<file path="config.mk">
export PLATFORM = sky130hd
export DESIGN_NAME = oets_ctrl
export DESIGN_NICKNAME = d
export VERILOG_FILES = /design/src/rtl/oets_pkg.sv /design/src/rtl/oets_ctrl.sv
export VERILOG_INCLUDE_DIRS = /design/src /design/src/rtl
export SDC_FILE = /design/constraint.sdc
export NUM_CORES = 1
export LEC_CHECK = 0
export BUFFER_PORTS_ARGS = -buffer_cell sky130_fd_sc_hd__buf_2
export CAP_MARGIN = 40
export CORE_UTILIZATION = 59
export DETAILED_ROUTE_END_ITERATION = 7
export PLACE_DENSITY = 0.92
export SLEW_MARGIN = 10
export SYNTH_ARGS = -nofsm -noshare
export SYNTH_HDL_FRONTEND = slang
export SYNTH_SLANG_ARGS = --single-unit
</file>
<file path="constraint.sdc">
create_clock -name clk -period 4.6 [get_ports clk]
set_input_delay 0.69 -clock clk [delete_from_list [all_inputs] [get_ports clk]]
set_output_delay 0.69 -clock clk [all_outputs]
set_load 0.05 [all_outputs]
</file>
<file path="src/rtl/odd_even_transposition_sort_macros.svh">
// Assertion macros for the sorter RTL.
// No dependencies; included by modules that carry assertions.
`ifndef ODD_EVEN_TRANSPOSITION_SORT_MACROS_SVH
`define ODD_EVEN_TRANSPOSITION_SORT_MACROS_SVH

// Condition holds at every clock edge outside reset.
`define OETS_ASSERT_ALWAYS(label, cond, msg) \
  label: assert property (@(posedge clk) disable iff (rst) (cond)) else $error(msg);

// Antecedent at one edge implies consequent at the next edge.
`define OETS_ASSERT_NEXT(label, ante, cons, msg) \
  label: assert property (@(posedge clk) disable iff (rst) (ante) |=> (cons)) else $error(msg);

`endif

</file>
<file path="src/rtl/oets_pkg.sv">
// Types and constants for the odd-even transposition sorter.
// No dependencies.
package oets_pkg;

  localparam int DATA_W = 32;
  localparam int CNT_W  = 7;

  typedef logic signed [DATA_W-1:0] data_t;
  typedef logic [CNT_W-1:0]         cnt_t;

  typedef enum logic [1:0] {
    ST_LOAD,
    ST_SORT,
    ST_EMIT
  } state_t;

  typedef enum logic [1:0] {
    MODE_HOLD,
    MODE_SHIFT_UP,
    MODE_SORT,
    MODE_SHIFT_DOWN
  } mode_t;

  typedef struct packed {
    mode_t mode;
    logic  parity;
    cnt_t  count;
  } cell_ctrl_t;

endpackage

</file>
<file path="src/rtl/oets_ctrl.sv">
// Sequencer for the sorter: counts loaded requests, steps sort rounds, paces unload.
// Depends on oets_pkg and odd_even_transposition_sort_macros.svh.
`include "odd_even_transposition_sort_macros.svh"

module oets_ctrl #(
  parameter int MAX_ITEMS = 64
) (
  input  logic                 clk,
  input  logic                 rst,
  input  logic                 in_valid,
  input  logic                 last_in,
  output logic                 in_ready,
  output logic                 out_valid,
  input  logic                 out_ready,
  output logic                 last_out,
  output logic                 overflow,
  output oets_pkg::cell_ctrl_t ctrl
);

  localparam oets_pkg::cnt_t MAX_C = oets_pkg::CNT_W'(MAX_ITEMS);
  localparam oets_pkg::cnt_t ONE_C = oets_pkg::CNT_W'(1);

  oets_pkg::state_t state, state_next;
  oets_pkg::cnt_t   count, count_next;
  oets_pkg::cnt_t   round, round_next;
  logic             dropped, dropped_next;
  logic             in_acc;
  logic             out_acc;

  always_ff @(posedge clk) begin
    if (rst) begin
      state   <= oets_pkg::ST_LOAD;
      count   <= '0;
      round   <= '0;
      dropped <= 1'b0;
    end else begin
      state   <= state_next;
      count   <= count_next;
      round   <= round_next;
      dropped <= dropped_next;
    end
  end

  always_comb begin
    state_next   = state;
    count_next   = count;
    round_next   = round;
    dropped_next = dropped;
    in_ready     = 1'b0;
    out_valid    = 1'b0;
    ctrl.mode    = oets_pkg::MODE_HOLD;
    ctrl.parity  = round[0];
    ctrl.count   = count;
    in_acc       = 1'b0;
    out_acc      = 1'b0;
    case (state)
      oets_pkg::ST_LOAD: begin
        in_ready = 1'b1;
        in_acc   = in_valid;
        if (in_acc) begin
          if (count < MAX_C) begin
            ctrl.mode  = oets_pkg::MODE_SHIFT_UP;
            count_next = count + ONE_C;
          end else begin
            dropped_next = 1'b1;
          end
          if (last_in) begin
            state_next = oets_pkg::ST_SORT;
            round_next = '0;
          end
        end
      end
      oets_pkg::ST_SORT: begin
        ctrl.mode  = oets_pkg::MODE_SORT;
        round_next = round + ONE_C;
        if (round_next >= count) begin
          state_next = oets_pkg::ST_EMIT;
        end
      end
      oets_pkg::ST_EMIT: begin
        out_valid = 1'b1;
        out_acc   = out_ready;
        if (out_acc) begin
          ctrl.mode  = oets_pkg::MODE_SHIFT_DOWN;
          count_next = count - ONE_C;
          if (count == ONE_C) begin
            dropped_next = 1'b0;
            state_next   = oets_pkg::ST_LOAD;
          end
        end
      end
      default: begin
        state_next = oets_pkg::ST_LOAD;
      end
    endcase
    last_out = count == ONE_C;
    overflow = dropped;
  end

  `OETS_ASSERT_ALWAYS(a_one_side, !(in_ready && out_valid), "load and unload overlap")
  `OETS_ASSERT_ALWAYS(a_count_max, count <= MAX_C, "count beyond capacity")
  `OETS_ASSERT_NEXT(a_last_ends, in_valid && in_ready && last_in, !in_ready && count != '0,
    "last request did not start sort")
  `OETS_ASSERT_NEXT(a_done_clear, out_valid && out_ready && last_out,
    in_ready && count == '0 && !overflow, "sequence end left state behind")

endmodule

</file>
==> summary.md <==
| Metric | Value |
|---|---|
| Outcome | `completed` |
| CP Capture Type | `primary output` |
| Hold path start | `overflow` |
| Setup TNS | `0 ns` |
| Seq/Total Area, Yosys | `0.298` |
| DIE WIDTH | `46.0 um` |
| Vias/cell | `slightly below 6` |
| Post-CTS Resized | `0` |
| Aggregate routed wire length | `approximately 2400 um` |
| Share of layout cells above drive strength 1 | `0.179` |
| Hold Path Class | `flop to flop` |
| Mean Syn Cell Area | `roughly 8.2 sq um` |
| Startpoint types | `flop` |
| DP HPWL | `1840 um` |
| Number of synthesized flops with an enable pin | `0` |
| Hold depth | `2` |
| Place WS | `approximately 2.1 ns` |
| Pre-antenna DRT Iters | `4` |
| Fin Clk Skew | `0.00112 ns` |
| Final setup margin | `2.07 ns` |
| NetSw | `around 140 uW` |
| Number of max-cap violations | `0` |
| Tcrit/Tclk final | `0.550` |
| CTS Buffer Depth | `2` |
| Core Util, Final | `0.718` |
| Area grow syn2layout | `10.8%` |
| PortBufs | `18` |
| FMAX | `a little under 400 MHz` |
| Setup CP Type | `flop to primary output` |
| Min cycle time layout | `2.53 ns` |
| Remaining antenna violation count | `0` |
| Initial Utilization | `0.648` |
| Sw Share | `0.378` |
| Netlist Area Pre-Place | `0.00114 sq mm` |
| RSZ-0062 raised after global routing | `false` |
| CP Cell Sequence | `or3b_1 -> a21o_1 -> inv_1 -> buf_2` |
| Initial antenna violation count | `0` |
| Pwr Total | `~360 uW` |
| Cell row count | `15` |
| WL/cell | `13.5 um` |
| DRC Markers | `0` |
| Flops & latches, synth | `17` |
| CTS tree | `yes` |
| Clock sinks | `17` |
| Vias in the first global route | `865` |
| Worst EP arrival | `1.84 ns` |
| Syn Nets | `155` |
| Commonest non-fill, non-tap cells in the layout | `nor2_1 (18), buf_2 (18), dfxtp_1 (17)` |
| CP peak stage delay | `0.44 ns` |
| Die area | `0.00212 sq mm` |
| Ys flop type | `dfxtp_1` |
| Gr usage total | `0.245` |
| Leak | `0.569 nW` |
| Fillers | `152` |
| Clock-pin slew on the worst setup and hold paths | `0.10 ns` |
| Slew margin rel. | `0.727` |
| Boundary pin count | `19` |
| H-tree levels | `1` |
| Antenna diodes | `0` |
| Internal | `223 uW` |
| Clock Root Buffer | `clkbuf_4` |
| Clk_lat worst skew | `0.30 ns` |
| Async set-reset flop share out of synthesis | `0` |
| Critical R2R Capture | `state[1]` |
| Worst-Margin Slew | `0.407 ns` |
| Pwr dens | `283 mW/mm^2` |
| R2r startpoint | `round[0]` |
| CP Max Fanout | `14` |
| Yosys warnings | `0` |
| Floorplan Core Area | `0.00176 sq mm` |
| Clock network power share | `0.228` |
| Num CTS Buffers | `3` |
| Post-layout nets | `~170` |
| Slew Limit Fails | `0` |
| Slowest cell on crit path | `dfxtp_1` |
| Pin count of the biggest net entering global routing | `19` |
| WP data required | `3.91 ns` |
| Vias post-DR | `1056` |
| Post-CTS Setup Inserts | `0` |
| Worst Hold End | `overflow` |
| R2R Setup Slk | `2.24 ns` |
| Logic pwr share | `0.311` |
| # setup viols final | `0` |
| Die Y-Extent | `46.0 um` |
| First-pass GRT wire length | `between 3000 and 4000 um` |
| Hold buffers post-CTS | `0` |
| Reg power frac | `0.461` |
| Initial drt markers | `26` |
| Worst reg-to-reg path cell count | `8` |
| Mapped Cells | `139` |
| Post-synth cell types | `between 40 and 50` |
| VDD IR max | `just under 0.2 mV` |
| GP Congestion | `about 1` |
| Final Hold Fails | `0` |
| GRT overflow | `0` |
[flip-flops by register name, summed over array words and instances (netlist names)]
| register | cells |
|---|---|
| state | 2 |
| overflow | 1 |
| count | 7 |
| round | 7 |
[layout make-up]
cell class / count / area (sq um) / share of cell area
Timing Repair Buffer: 18 / 90.1 / 0.0711
Tap cell: 25 / 31.3 / 0.0247
Inverter: 11 / 41.3 / 0.0326
Sequential cell: 17 / 340 / 0.269
Clock buffer: 4 / 26.3 / 0.0207
Multi-Input combinational cell: 106 / 738 / 0.582
[cell families after synthesis]
| kind of cell | count (synthesis) | share of synthesized area |
|---|---|---|
| XOR/XNOR | 10 | 0.0766 |
| multiplexers | 3 | 0.0306 |
| AND/OR/NAND/NOR | 50 | 0.234 |
| adder cells (fa/ha/maj) | 11 | 0.120 |
| buffers and inverters | 16 | 0.0569 |
| flip-flops | 17 | 0.298 |
| AO/OA/AOI/OAI | 32 | 0.184 |
[critical path, delay by kind of cell, from the launching register on]
| family | cells | cell delay, ns |
|---|---|---|
| AOI/OAI and AO/OA | 1 | 0.25 |
| buffers and inverters | 2 | 0.42 |
| and+or+nand+nor | 1 | 0.42 |
| DFF | 1 | 0.44 |
[routing by layer]
layer  wire length (um)  global-route usage  vias up
met5                  0                   0        -
met4                 42               0.112        0
met3                134              0.0476        4
met2               1250               0.431       37
met1               1020               0.280      489
li1                   -                   -      526
[how the worst max path moves through the flow]
stage                    to       from  cells past startpoint  slack (ns)
floorplan           ctrl[9]  out_ready                      2        2.06
global placement    ctrl[8]   in_valid                      5        2.13
detailed placement  ctrl[8]   in_valid                      5        2.09
CTS                 ctrl[8]   state[1]                      4        2.08
global route        ctrl[8]   state[1]                      4        2.00
finish              ctrl[8]   state[1]                      4        2.07
[synth_stat cells, types with 3 or more instances]
cell type	count	area [sq um]
dfxtp_1	17	340
a22oi_1	4	30.0
or3_1	4	25.0
inv_1	11	41.3
ha_1	11	138
xor2_1	3	26.3
nand3_1	4	20.0
a21oi_1	9	45.0
a21o_1	3	22.5
nor2_1	18	67.6
o21ai_0	7	35.0
xnor2_1	7	61.3
nor3_1	3	15.0
nand2_1	5	18.8
[power by group through the flow]
stage / clock network [mW] / registers [mW] / logic, mW
floorplan: 0 / 0.178 / 0.0790
detailed placement: 0 / 0.169 / 0.111
global route: 0.0893 / 0.167 / 0.121
CTS: 0.0840 / 0.165 / 0.112
global placement: 0 / 0.168 / 0.109
finish: 0.0818 / 0.166 / 0.112
[through the flow]
step | hold WS [ns] | std cells | instance area (sq um)
5_1_grt | 0.493 | 181 | 1270
3_3_place_gp | 0.456 | 177 | 1240
4_1_cts | 0.477 | 181 | 1270
3_5_place_dp | 0.462 | 177 | 1240
2_1_floorplan | 0.485 | 139 | 1140
6_report | 0.472 | 181 | 1270
Power figures use the tool's default switching activity.
