File: src/rtl/odd_even_transposition_sort_macros.svh
// Assertion macros for the sorter RTL.
// No dependencies; included by modules that carry assertions.
`ifndef ODD_EVEN_TRANSPOSITION_SORT_MACROS_SVH
`define ODD_EVEN_TRANSPOSITION_SORT_MACROS_SVH

// Condition holds at every clock edge outside reset.
`define OETS_ASSERT_ALWAYS(label, cond, msg) \
  label: assert property (@(posedge clk) disable iff (rst) (cond)) else $error(msg);

// Antecedent at one edge implies consequent at the next edge.
`define OETS_ASSERT_NEXT(label, ante, cons, msg) \
  label: assert property (@(posedge clk) disable iff (rst) (ante) |=> (cons)) else $error(msg);

`endif

File: src/rtl/oets_pkg.sv
// Types and constants for the odd-even transposition sorter.
// No dependencies.
package oets_pkg;

  localparam int DATA_W = 32;
  localparam int CNT_W  = 7;

  typedef logic signed [DATA_W-1:0] data_t;
  typedef logic [CNT_W-1:0]         cnt_t;

  typedef enum logic [1:0] {
    ST_LOAD,
    ST_SORT,
    ST_EMIT
  } state_t;

  typedef enum logic [1:0] {
    MODE_HOLD,
    MODE_SHIFT_UP,
    MODE_SORT,
    MODE_SHIFT_DOWN
  } mode_t;

  typedef struct packed {
    mode_t mode;
    logic  parity;
    cnt_t  count;
  } cell_ctrl_t;

endpackage

File: src/rtl/oets_cell.sv
// One storage cell of the sorter chain: load shift, compare-exchange, unload shift.
// Depends on oets_pkg.
module oets_cell #(
  parameter int IDX = 0
) (
  input  logic                 clk,
  input  oets_pkg::cell_ctrl_t ctrl,
  input  oets_pkg::data_t      lo_nbr,
  input  oets_pkg::data_t      hi_nbr,
  output oets_pkg::data_t      val
);

  localparam oets_pkg::cnt_t IDX_C  = oets_pkg::CNT_W'(IDX);
  localparam oets_pkg::cnt_t IDX_P1 = oets_pkg::CNT_W'(IDX + 1);
  localparam bit             IDX_LSB = (IDX % 2) == 1;
  localparam bit             HAS_LO  = IDX > 0;

  oets_pkg::data_t val_next;
  oets_pkg::data_t partner;
  logic            is_low;
  logic            active;
  logic            self_gt;

  always_comb begin
    is_low  = (IDX_LSB == ctrl.parity);
    partner = is_low ? hi_nbr : lo_nbr;
    self_gt = val > partner;
    if (is_low) begin
      active = IDX_P1 < ctrl.count;
    end else begin
      active = HAS_LO && (IDX_C < ctrl.count);
    end
    case (ctrl.mode)
      oets_pkg::MODE_SHIFT_UP:   val_next = lo_nbr;
      oets_pkg::MODE_SHIFT_DOWN: val_next = hi_nbr;
      oets_pkg::MODE_SORT: begin
        if (!active) begin
          val_next = val;
        end else if (is_low) begin
          val_next = self_gt ? partner : val;
        end else begin
          val_next = (!self_gt && (val != partner)) ? partner : val;
        end
      end
      default:                   val_next = val;
    endcase
  end

  always_ff @(posedge clk) begin
    val <= val_next;
  end

endmodule

File: config.mk
export PLATFORM = sky130hd
export DESIGN_NAME = oets_cell
export DESIGN_NICKNAME = d
export VERILOG_FILES = /design/src/rtl/odd_even_transposition_sort_macros.svh /design/src/rtl/oets_pkg.sv /design/src/rtl/oets_cell.sv
export SDC_FILE = /design/constraint.sdc
export NUM_CORES = 1
export LEC_CHECK = 0
export BUFFER_PORTS_ARGS = -buffer_cell sky130_fd_sc_hd__buf_4
export CAP_MARGIN = 25
export CORE_MARGIN = 2
export CORE_UTILIZATION = 48
export DETAILED_ROUTE_END_ITERATION = 7
export HOLD_SLACK_MARGIN = 0.08
export PLACE_DENSITY = 0.81
export SLEW_MARGIN = 10
export SYNTH_ARGS = -nofsm -noshare
export SYNTH_HDL_FRONTEND = slang
export SYNTH_SLANG_ARGS = --single-unit
File: constraint.sdc
create_clock -name clk -period 5 [get_ports clk]
set_input_delay 1 -clock clk [delete_from_list [all_inputs] [get_ports clk]]
set_output_delay 1 -clock clk [all_outputs]
set_load 0.1 [all_outputs]
==> qor.txt, run 1 <==
Status: finished clean
Pwr/cell area: 289 nW/µm²
Crit path DAT: 3.95 ns
Area of the core: 5010 µm²
Final net count: 408
Final-report max-slew violation count: 0
Regs by FF count: val: 32 flops
Congestion Overflow GR: 0
Syn Std Cell Area: 2450 µm²
Total Neg Setup Slack: 0 ns
Crit Path Category: input port to register
Period Utilization, post-route: 78.3%
Slew at the pin closest to its max-slew limit: 0.652 ns
Count of different cell masters after synthesis: 33
Most flop-heavy register: val
Die extent in y: 75.5 µm
Crit. End Element: register
Via count: 2035
Worst vdd ir: 202 µV
CP max stage delay: 0.67 ns
Tmin final: 3.92 ns
Synth warnings: 0
Yosys reg bits: 32
Syn_area_per_cell: 12.6 µm²
PortBufs: 105
Required time worst endpoint: 5.03 ns
Hold Vio Cnt, Final: 0
Finish-stage setup viols: 0
H-tree depth: 2
GP Congestion: 0.814
Syn nets: 301
Top Ports: 107
RSZ-0062 raised after global routing: no
Global-route wire length before repair: 8.92 mm
CP max FO: 33
Final wirelength: 5.75 mm
Resize count post-CTS: 0
Post-Syn Instances: 194
GR Util All Layers: 21.0%
DRT Pass-1 Iters: 4
Worst slew margin: 56.5%
Die X: 75.5 µm
Layout cells sized above 1: 48.3%
Hold Path Class: input port to register
Root buffer cell: clkbuf_8
Leakage power: 1.56 nW
Die Area: 5700 µm²
Post-Layout Cell Count: 372
Clock transition at path regs: 0.07 ns
Clock buffer count from CTS: 5
Final antenna-violating net count: 0
Via density: 5.47
Pre-CTS setup slack: 0.773 ns
Clock skew: 0.00863 ns
Sequential area share after synthesis: 39.2%
FP Rows: 26
Final setup margin: 1.08 ns
CP cell instances: buf_4 > mux2i_1 > ha_1 > nand4_1 > nor4_1 > a211oi_1 > o311a_1 > a2111o_1 > buf_12
Vias in the first global route: 2013
CTS tree: built
Max Cap Violations: 0
Starting DRC count in detailed routing: 54
Worst Setup Start Kind: input port
Post-CTS Setup Bufs: 0
Critical path's slowest cell: a2111o_1
Later-pin clock latency in the skew report: 0.28 ns
N_diodes: 0
DRC: 0
Hold Buf Count CTS: 0
Placed insts: 364
Achievable Freq: 255 MHz
Initial Util: 49.0%
Avg WL per Cell: 15.5 µm
Initial antenna violation count: 0
CTS Sinks: 32
Final HPWL DP: 4.59 mm
Largest net degree at the start of global routing: 34
Area Overhead vs Synth: 40.2%
Max FFs per register: 32
Max clock buf depth: 2
-- metrics by stage --
stage / utilization [%] / hold WS (ns) / power, mW / area, µm²
after global placement: 66.5 / 1.29 / 0.800 / 3330
after CTS: 68.6 / 1.01 / 1.00 / 3440
after global routing: 68.6 / 1.01 / 1.04 / 3440
final: 68.6 / 1.01 / 0.993 / 3440
after floorplan: - / 1.20 / 0.679 / 2450
after detailed placement: 67.0 / 1.31 / 0.812 / 3360
-- cell usage after synthesis --
cell type,number,share of area (%)
edfxtp_1,32,39
ha_1,32,16
mux2i_1,31,13
mux2_2,29,13
a21oi_1,15,3.1
nand4_1,7,1.8
nand2_1,6,0.92
mux2_1,4,1.8
buf_2,3,0.61
clkbuf_1,3,0.46
nand3_1,3,0.61
nor4_1,3,0.77
o21ai_0,3,0.61
a211oi_1,2,0.61
inv_1,2,0.31
nor2_1,2,0.31
a2111o_1,1,0.46
a2111oi_0,1,0.36
a21o_1,1,0.31
a221o_1,1,0.41
a2bb2oi_1,1,0.36
and4_1,1,0.36
buf_1,1,0.15
inv_2,1,0.15
nand4_4,1,0.87
nor2b_1,1,0.26
nor3_1,1,0.20
o211ai_1,1,0.31
o21a_1,1,0.31
o21ai_1,1,0.20
o311a_1,1,0.41
o311ai_4,1,1.1
or4_4,1,0.46
-- worst max-delay path, delay by kind of cell --
kind / cells / cell delay, ns
buffers and inverters: 2 / 0.75
adder cells (fa/ha/maj): 1 / 0.35
AND/OR/NAND/NOR: 2 / 0.62
AO/OA/AOI/OAI: 3 / 0.99
multiplexers: 1 / 0.19
-- cells in the final DEF, fill, tap and decap left out, drive strengths merged, types with 3 or more instances in the layout --
cell type	count
nand4	8
clkbuf	7
ha	32
nand3	3
buf	107
edfxtp	32
nand2	6
inv	3
mux2	33
mux2i	31
nor4	3
o21ai	4
a21oi	15
-- path summary, 6_finish.rpt --
path | to | slack, ns | startpoint | depth (start not counted)
hold / removal | val[5]$_DFFE_PP_ | 1.01 | hi_nbr[5] | 2
hold reg to reg | val[30]$_DFFE_PP_ | 1.44 | val[31]$_DFFE_PP_ | 4
setup reg to reg | val[13]$_DFFE_PP_ | 2.09 | val[14]$_DFFE_PP_ | 7
setup / recovery | val[13]$_DFFE_PP_ | 1.08 | ctrl[7] | 9
-- per-layer routing --
layer | wire length, µm | share of wire [%] | global-route usage, %
met5 | 0 | 0 | 0
met4 | 65 | 1.1 | 7.60
met3 | 405 | 7.0 | 5.42
met2 | 2930 | 51 | 37.6
met1 | 2350 | 41 | 24.2
-- cell type report --
class                   count  area [µm²]
well taps                  70        87.6
repair buffers            107         836
flip-flops and latches     32         961
fillers                   414        1570
clock buffers               7        76.3
inverters                   3        11.3
multi-input cells         152        1460
clock inverters             1        3.75
-- cell families after synthesis --
| group | Yosys count | share of synthesized area [%] |
|---|---|---|
| flops | 32 | 39.2 |
| buf+inv | 10 | 1.68 |
| mux | 64 | 27.8 |
| simple gates | 26 | 6.53 |
| compound gates | 30 | 8.47 |
| fa+ha+maj | 32 | 16.3 |
-- report_power, final --
group / switching (mW) / internal [mW] / total (mW)
registers: 0.0160 / 0.332 / 0.348
clock network: 0.0917 / 0.0968 / 0.189
logic: 0.306 / 0.151 / 0.457
Note: power is estimated with default switching activity, not from simulation.
==> run 2, diff against run 1 <==
CORE_UTILIZATION = 43   (was 48)
PLACE_DENSITY = 0.76   (was 0.81)
clock period = 3.6 ns   (was 5 ns; I/O delays follow)
==> qor.txt, run 2 (synthesized netlist as in run 1, its figures left out) <==
Status: finished clean
Final-report max-slew violation count: 0 (unchanged)
Initial Util: 44.5% (-4.4 points)
Hold Buf Count CTS: 0 (unchanged)
Leakage power: 1.58 nW (+0.99%)
Critical path's slowest cell: nor4_1
Final wirelength: 5.70 mm (-0.83%)
Final antenna-violating net count: 0 (unchanged)
Tmin final: 3.23 ns
Die X: 79.5 µm (+5.4%)
Final net count: 411 (+0.74%)
Max Cap Violations: 0 (unchanged)
Top Ports: 107 (unchanged)
CP dominant cell by count: buf_4
Total Neg Setup Slack: 0 ns (unchanged)
Clock Power Share: 19.5% (+0.5 points)
Crit Path Category: input port to register
Root buffer cell: clkbuf_8
CP top delay family: compound AO/OA/AOI/OAI gates
Slew at the pin closest to its max-slew limit: 0.630 ns (-0.0220 ns)
FP Rows: 27 (+3.8%)
Finish-stage setup viols: 0 (unchanged)
Avg WL per Cell: 15.1 µm (-2.2%)
Post-Layout Cell Count: 377 (+1.3%)
Hold Vio Cnt, Final: 0 (unchanged)
Crit path DAT: 3.24 ns (-0.71 ns)
Crit. End Element: register
Largest net degree at the start of global routing: 24 (-29%)
Regs by FF count: val: 32 flops
Post-CTS Setup Bufs: 0 (unchanged)
GP Congestion: 0.724 (-11%)
Most common cell after layout, fill and taps aside: buf_4
Final setup margin: 0.368 ns (-0.714 ns)
DRT Pass-1 Iters: 4 (unchanged)
CP max FO: 23 (-30%)
Required time worst endpoint: 3.61 ns (-1.42 ns)
Commonest non-fill, non-tap cells in the layout: buf_4 (108), ha_1 (32), edfxtp_1 (32), mux2i_1 (31), mux2_2 (29)
Clock skew: 0.00619 ns (-0.00245 ns)
Max clock buf depth: 2 (unchanged)
Global-route wire length before repair: 9.03 mm (+1.2%)
Initial antenna violation count: 0 (unchanged)
CTS tree: built
RSZ-0062 raised after global routing: no
CP cell instances: buf_4 > buf_12 > mux2i_1 > ha_1 > nand4_1 > nor4_1 > a211oi_1 > o311a_1 > a2111o_2 > buf_4
Period Utilization, post-route: 89.8%
Sw Share: 42.2% (+0.55 points)
Worst Setup Start Kind: input port
Congestion Overflow GR: 0 (unchanged)
Hold Path Class: input port to register
Most flop-heavy register: val
Worst vdd ir: 236 µV (+17%)
Starting DRC count in detailed routing: 41 (-24%)
Clock buffer count from CTS: 5 (unchanged)
Combinational fraction of design power: 45.6% (-0.4 points)
Area of the core: 5510 µm² (+9.9%)
Pre-CTS setup slack: 0.120 ns (-0.653 ns)
CP max stage delay: 0.52 ns (-0.15 ns)
Final HPWL DP: 4.56 mm (-0.77%)
Hold WS: 0.734 ns (-0.277 ns)
Crit path buf inv count: 3 (+1)
Pwr/cell area: 400 nW/µm² (+38%)
Worst slew margin: 57.8% (+1.3 points)
GR Util All Layers: 18.4% (-2.6 points)
Later-pin clock latency in the skew report: 0.28 ns (about the same)
CTS Sinks: 32 (unchanged)
Max FFs per register: 32 (unchanged)
Internal power consumption: 800 µW (+38%)
Die Area: 6320 µm² (+11%)
Sequential power share: 34.9% (about the same)
Via density: 5.32 (-2.7%)
Clock transition at path regs: 0.07 ns (about the same)
Vias in the first global route: 1992 (-1.0%)
N_diodes: 0 (unchanged)
Area Overhead vs Synth: 41.0%
Resize count post-CTS: 0 (unchanged)
Layout cells sized above 1: 49.8% (+1.5 points)
PortBufs: 105 (unchanged)
Placed insts: 369 (+1.4%)
Achievable Freq: 309 MHz
DRC: 0 (unchanged)
H-tree depth: 2 (unchanged)
P_sw: 584 µW (+41%)
Die extent in y: 79.5 µm (+5.4%)
Via count: 2007 (-1.4%)
==> run 2: worst reg2reg max path, cell delays in order, from the launching register on <==
cell and delay, ns:
edfxtp_1 0.42, ha_1 0.35, nand4_1 0.22, nor4_1 0.52
a211oi_1 0.17, o311a_1 0.15, a2111o_2 0.45, buf_4 0.25
==> run 2: routing by layer <==
| metal | up-vias | global-route usage [%] | routed length, µm |
|---|---|---|---|
| met3 | 6 | 6.33 | 504 |
| met5 | - | 0 | 0 |
| met1 | 931 | 22.9 | 2390 |
| li1 | 999 | - | - |
| met4 | 0 | 5.00 | 69 |
| met2 | 71 | 30.3 | 2730 |
==> run 2: final timing paths <==
check | slack (ns) | endpoint | cells past startpoint | from
max | 0.37 | val[2]$_DFFE_PP_ | 10 | ctrl[7]
min | 0.73 | val[5]$_DFFE_PP_ | 2 | hi_nbr[5]
max reg2reg | 0.79 | val[2]$_DFFE_PP_ | 7 | val[30]$_DFFE_PP_
min reg2reg | 1.06 | val[28]$_DFFE_PP_ | 5 | val[31]$_DFFE_PP_
==> run 2: cell type report <==
class                           instances  area (µm²)
Inverter                                3        11.3
Sequential cell                        32         961
Fill cell                             479        2050
Tap cell                               72        90.1
Clock inverter                          3        13.8
Timing Repair Buffer                  110         851
Multi-Input combinational cell        152        1460
Clock buffer                            5        68.8
==> run 2: power by group through the flow <==
stage,sequential (mW),clock (mW),combinational (mW)
3_5_place_dp,0.491,0,0.634
3_3_place_gp,0.490,0,0.626
5_1_grt,0.487,0.293,0.672
6_report,0.483,0.271,0.631
4_1_cts,0.483,0.279,0.635
2_1_floorplan,0.755,0,0.188
==> run 2: metrics by stage <==
stage               util (%)  area [µm²]  total power [mW]
floorplan                  -        2460             0.943
global placement        61.3        3380              1.12
detailed placement      61.3        3380              1.13
CTS                     62.8        3460              1.40
global route            62.8        3460              1.45
finish                  62.8        3460              1.38
